[src/rtl/wks_ram.sv]
// Generic single-port-write, single-read RAM with registered read data.
// No dependencies.
module wks_ram #(
   parameter int Width = 8,
   parameter int Depth = 16
) (
   input  logic                     clock,
   input  logic                     wr_en,
   input  logic [$clog2(Depth)-1:0] wr_addr,
   input  logic [Width-1:0]         wr_data,
   input  logic [$clog2(Depth)-1:0] rd_addr,
   output logic [Width-1:0]         rd_data
);
   logic [Width-1:0] mem_ff [Depth];

   always_ff @(posedge clock) begin
      if (wr_en) mem_ff[wr_addr] <= wr_data;
      rd_data <= mem_ff[rd_addr];
   end
endmodule

[config.mk]
export PLATFORM = sky130hd
export DESIGN_NAME = wks_ram
export DESIGN_NICKNAME = d
export VERILOG_FILES = /design/src/rtl/wks_ram.sv
export SDC_FILE = /design/constraint.sdc
export NUM_CORES = 1
export LEC_CHECK = 0
export ABC_AREA = 0
export BUFFER_PORTS_ARGS = -buffer_cell sky130_fd_sc_hd__buf_2
export CAP_MARGIN = 20
export CORE_AREA = 2 2 100 102
export DETAILED_ROUTE_END_ITERATION = 12
export DIE_AREA = 0 0 102 104
export PLACE_DENSITY_LB_ADDON = 0.2
export SLEW_MARGIN = 0
export SYNTH_ARGS = -nofsm -noshare
export SYNTH_HDL_FRONTEND = slang
export SYNTH_SLANG_ARGS = --single-unit
[constraint.sdc]
create_clock -name clock -period 2.59 [get_ports clock]
set_clock_uncertainty 0.2 [all_clocks]
set_input_delay 0.3885 -clock clock [delete_from_list [all_inputs] [get_ports clock]]
set_output_delay 0.3885 -clock clock [all_outputs]
set_load 0.02 [all_outputs]
==> results of run 1 <==
-- power groups by stage --
stage,Sequential [mW],Combinational [mW],Clock (mW)
after floorplan,2.53,0.125,0
after detailed placement,2.52,0.244,0
after global placement,2.52,0.237,0
final,2.47,0.240,2.15
after global routing,2.48,0.262,2.28
after CTS,2.48,0.244,2.18
-- logic make-up (layout without fill, tap and decap cells) --
group,count (synthesis),after routing,share of synthesized area (%)
buffers and inverters,10,76,1.677
muxes,32,32,15.02
AOI/OAI and AO/OA,16,16,2.334
and+or+nand+nor,35,35,3.184
DFF,136,136,77.78
-- placed cells by master (no fill, tap or decap), drive strengths merged --
master	Yosys	layout
a22oi	16	16
mux4	32	32
or3b	1	1
clkinvlp	0	4
edfxtp	128	128
nand3b	2	2
clkbuf	0	20
buf	7	44
nand2	9	9
and2	1	1
nor2b	1	1
inv	0	2
dfxtp	8	8
and2b	1	1
bufinv	0	1
nor2	13	13
nor3	4	4
nand2b	2	2
nand3	1	1
clkinv	0	5
-- metrics by stage --
step                setup WS, ps  hold WS [ps]  util (%)  cell area (sq um)  std cells
floorplan                  508.6         287.4         -               5147        229
global placement           542.5         451.8     57.81               5520        396
detailed placement         514.4         470.6     57.81               5520        396
CTS                        911.2         35.83     63.44               6058        428
global route               909.0         61.61     63.44               6058        428
finish                     933.1         53.14     63.44               6058        428
-- cells in the mapped netlist, types with 2 or more instances --
master           instances
nand2b_1                 2
mux4_1                  14
edfxtp_1               128
nand2_1                  9
clkdlybuf4s25_2          3
mux4_2                  18
nand3b_1                 2
dfxtp_1                  8
a22oi_1                 16
nor2_1                  13
nor3_1                   4
buf_6                    3
buf_2                    3
-- worst max-delay path by stage --
| stage | startpoint | cells past startpoint | endpoint |
|---|---|---|---|
| final | rd_data[7] | 1 | rd_data[7] |
| after global routing | rd_data[7] | 1 | rd_data[7] |
| after CTS | rd_data[7] | 1 | rd_data[7] |
| after detailed placement | rd_addr[0] | 5 | rd_data[3] |
| after global placement | rd_addr[0] | 5 | rd_data[1] |
| after floorplan | wr_addr[2] | 2 | mem_ff[0][0] |
-- flip-flops by register name, indices dropped and copies added, names as in the netlist --
register	flops
mem_ff	128
rd_data	8
-- per-layer routing --
layer | vias up | routed length, um | track usage (%)
li1 | 1081 | - | -
met1 | 1266 | 4196 | 29.29
met2 | 79 | 4524 | 27.77
met3 | 9 | 536 | 4.570
met4 | 0 | 99 | 6.762
met5 | - | 0 | 0
-- cell type report --
| cell class | count | area (sq um) |
|---|---|---|
| well taps | 133 | 166.4 |
| clock inverters | 12 | 102.6 |
| flip-flops and latches | 136 | 4004 |
| fillers | 686 | 3491 |
| repair buffers | 44 | 292.8 |
| clock buffers | 20 | 435.4 |
| multi-input cells | 83 | 1057 |
==> qor.yml, run 1 <==
yosys:
  syn_nets: 247
  synth_area_leaders: "edfxtp_1, mux4_2, mux4_1"
  synth_edf_count: 128
  synth_cell_types: 19
  ys_warn_count: 0
  async_reset_ff_share_pct: 0
  avgSynthCellArea_sq_um: 22.48
  synth-main-ff-cell: "edfxtp_1"
  synth_cells: 229
  synth_area_leader_cell: "edfxtp_1"
  seq_area_frac_synth_pct: 77.78
  yosysTopAreaCellShare_pct: 74.67
  syn-cell-area_sq_mm: 0.005147
  ys_ff_latch: 136
drt:
  viasPerCell: 5.689
  drtPass1Iterations: 4
  drt_wl_total_um: 9357
  wl_per_cell_um: 21.86
  vias: 2435
  ant_nets: 0
  first_iter_violations: 179
  drcViolationCount: 0
global_route:
  grt_pass1_wl_um: 14370
  grt_max_degree: 33
  grt.overflow.total: 0
  grt_pass1_vias: 2446
  track_usage_pct: 19.26
  grt_antenna_before_repair: 0
pwr:
  power.static_leakage_nw: 2.062
  cell_internal_pwr_mw: 3.851
  power_density_mw_per_mm2: 803.5
  power_mw: 4.868
  combinationalPowerShare_pct: 4.9
  peakVddDrop_mv: 0.5305
  clockPowerShare_pct: 44.2
  p_sw_share_pct: 20.88
  switching_power_mw: 1.017
  power_frac_seq_pct: 50.8
floorplan:
  pin_count: 26
  die_x_um: 102
  start_util_pct: 53.90
  coreArea_sq_mm: 0.009549
  rows: 36
  fp.dieH_um: 104
  die_area_sq_mm: 0.01061
worst_setup_path:
  cp_cell_sequence: "buf_2"
  crit_arrival_ps: 1070
  r2r_end: "rd_data[3]"
  crit_path_end_kind: "output port"
  start_kind: "flop"
  critPathMaxFanout: 1
  reg2reg_from: "mem_ff[5][3]"
  crit_type: "reg2out"
  worstRegToRegCells: 3
  crit_family: "flip-flops"
  critPathSlowestCell: "dfxtp_1"
  cp_slowest_stage_delay_ps: 380
  r2r_setup_slack_ps: 1040
  path_buf_inv: 1
  critPathRequiredTime_ps: 2000
clock_tree:
  clk_pin_slew_ps: 60
  htree_levels: 4
  clockBufferDepth: 2
  cts_resized: 0
  post_cts_buffers: 0
  cts_tree: "done"
  cts_root_buffer: "clkbuf_8"
  cts.sinks: 136
  ctsHoldBuffers: 0
  clock_latency_ps: 510
  cts_buffers: 17
sta:
  tightest_slew_ps: 765.8
  setup_violations: 0
  rsz0062_at_grt: "no"
  fmax_mhz: 603.5
  fin_crit_sh_pct: 63.97
  slew_viol_final: 0
  period_minus_slack_ps: 1657
  relSlewSlack_pct: 48.84
  finalHoldViolations: 0
  setup_tns_ps: 0
layout:
  area_growth_pct: 17.70
  drive_gt1_share_pct: 31.53
  antenna_cells: 0
  final_nets: 300
worst_hold_path:
  whs_endpoint: "mem_ff[7][3]"
  hp-class: "in2reg"
  worstHoldPathCells: 1
  min-delay-start: "wr_data[3]"
placement:
  place_congestion: 0.7755
  port_buffers: 25
  hpwl_um: 5900
run:
  cap_viol_max_count: 0
status:
  outcome: "complete, no violations"
Power figures use the tool's default switching activity.
==> run 2: changes to the inputs <==
Settings changed: CORE_AREA 2 2 100 102 to 2 2 101 103, DIE_AREA 0 0 102 104 to 0 0 103 105.
Clock period 2.59 ns to 1.45 ns, I/O delays scaled along.
==> qor.yml, run 2 (synthesis gave the netlist of run 1 again) <==
placement:
  place_inst: 409  # +3.3%
  hpwl_um: 6119  # +3.7%
  place_area_sq_mm: 0.005688  # +3.0%
  port_buffers: 25  # unchanged
  pre_cts_slack_ps: -376.2  # -890.6 ps
  place_congestion: 0.6860  # -12%
pwr:
  power_frac_seq_pct: 49.3  # -1.5 points
  power_mw: 8.977  # +84%
  combinationalPowerShare_pct: 5.8  # +0.9 points
  clockPowerShare_pct: 45.0  # +0.8 points
  power_density_mw_per_mm2: 1409  # +75%
  p_sw_share_pct: 20.94  # +0.056 points
  peakVddDrop_mv: 0.8417  # +59%
  cell_internal_pwr_mw: 7.097  # +84%
  switching_power_mw: 1.880  # +85%
  power.static_leakage_nw: 2.153  # +4.4%
sta:
  rsz0062_at_grt: "yes"
  worst_hold_slack_ps: 25.73  # -27.41 ps
  setup_tns_ps: -28.06  # -28.06 ps
  relSlewSlack_pct: 40.55  # -8.3 points
  tightest_slew_ps: 890.0  # +124.2 ps
  slew_viol_final: 0  # unchanged
  period_minus_slack_ps: 1474
  finalHoldViolations: 0  # unchanged
  setup_violations: 2  # +2
  fmax_mhz: 678.3
  setup_ws_ps: -24.21  # -957.3 ps
  fin_crit_sh_pct: 101.7
global_route:
  track_usage_pct: 19.61  # +0.35 points
  grt_pass1_wl_um: 14770  # +2.7%
  grt.overflow.total: 0  # unchanged
  grt_max_degree: 17  # -48%
  grt_pass1_vias: 2594  # +6.1%
  grt_antenna_before_repair: 0  # unchanged
worst_setup_path:
  path_buf_inv: 0  # -1
  crit_arrival_ps: 1670  # +600 ps
  critPathMaxFanout: 1  # unchanged
  crit_path_end_kind: "flop"
  critPathRequiredTime_ps: 1640  # -360 ps
  critPathSlowestCell: "mux4_2"
  cp_slowest_stage_delay_ps: 490  # +110 ps
  crit_family: "multiplexers"
  cp_cell_sequence: "mux4_2 > a22oi_2 > nand2_1"
  start_kind: "flop"
  crit_type: "reg2reg"
  r2r_setup_slack_ps: -20  # -1060 ps
clock_tree:
  htree_levels: 4  # unchanged
  cts_tree: "done"
  cts_buffers: 17  # unchanged
  post_cts_buffers: 0  # unchanged
  clk_pin_slew_ps: 60  # about the same
  cts.sinks: 136  # unchanged
  cts_root_buffer: "clkbuf_8"
  clock_latency_ps: 510  # about the same
  clockBufferDepth: 2  # unchanged
layout:
  largest_reg_flops: 128  # unchanged
  reg_top3: "mem_ff (128), rd_data (8)"
  final_common_cell: "edfxtp_1"
  regMostFlops: "mem_ff"
  final_nets: 321  # +7.0%
  area_growth_pct: 23.77
  utilization_pct: 66.10  # +2.7 points
  final_cell_mix: "edfxtp_1, mux4_2, buf_4"
  fin_area_sq_mm: 0.006371  # +5.2%
  drive_gt1_share_pct: 43.04  # +12 points
  fin_cells: 449  # +4.9%
  antenna_cells: 0  # unchanged
floorplan:
  fp.dieH_um: 105  # +0.96%
  rows: 36  # unchanged
  die_x_um: 103  # +0.98%
  start_util_pct: 53.40  # -0.50 points
  die_area_sq_mm: 0.01082  # +2.0%
  coreArea_sq_mm: 0.009639  # +0.94%
  pin_count: 26  # unchanged
drt:
  ant_nets: 0  # unchanged
  vias: 2443  # +0.33%
  viasPerCell: 5.441  # -4.4%
  drt_wl_total_um: 9297  # -0.64%
  first_iter_violations: 189  # +5.6%
  drcViolationCount: 0  # unchanged
  wl_per_cell_um: 20.71  # -5.3%
  drtPass1Iterations: 4  # unchanged
run:
  cap_viol_max_count: 0  # unchanged
status:
  violations: "setup timing"
  outcome: "complete, but fails checks"
worst_hold_path:
  hp-class: "in2reg"
## run 2: timing repair
action,4_1_cts,5_1_grt
cloned,0,0
hold buffers,8,0
gates resized for setup,5,11
hold endpoints to repair,128,0
pin swaps,2,5
endpoints found under the setup margin,8,12
## run 2: worst paths after layout
| check | startpoint | to | depth (start not counted) |
|---|---|---|---|
| setup / recovery | mem_ff[6][3] | rd_data[3] | 3 |
| hold / removal | wr_addr[1] | mem_ff[0][0] | 3 |
| setup reg to reg | mem_ff[6][3] | rd_data[3] | 3 |
| hold reg to reg | mem_ff[12][3] | rd_data[3] | 3 |
## run 2: per-layer routing
| layer | routed length, um | part of all wire (%) | vias up | global-route usage, % |
|---|---|---|---|---|
| li1 | - | - | 1110 | - |
| met1 | 3940 | 42 | 1233 | 27.65 |
| met2 | 4561 | 49 | 86 | 28.90 |
| met3 | 603 | 6.5 | 14 | 6.020 |
| met4 | 191 | 2.1 | 0 | 7.613 |
| met5 | 0 | 0 | - | 0 |
## run 2: worst min-delay path, delay by kind of cell
family,cells,cell delay [ps]
buffers and inverters,2,290
AND/OR/NAND/NOR,1,60
## run 2: cell type report
| type | instances | area, sq um |
|---|---|---|
| repair buffers | 65 | 558.0 |
| fillers | 676 | 3268 |
| well taps | 133 | 166.4 |
| multi-input cells | 83 | 1071 |
| clock buffers | 18 | 417.9 |
| flip-flops and latches | 136 | 4006 |
| clock inverters | 14 | 151.4 |
## run 2: power by group through the flow
stage          Combinational [mW]  Clock [mW]  Sequential [mW]
4_1_cts                     0.512        4.09             4.42
3_5_place_dp                0.488           0             4.50
2_1_floorplan               0.246           0             4.53
6_report                    0.517        4.04             4.42
3_3_place_gp                0.481           0             4.50
5_1_grt                     0.562        4.28             4.43
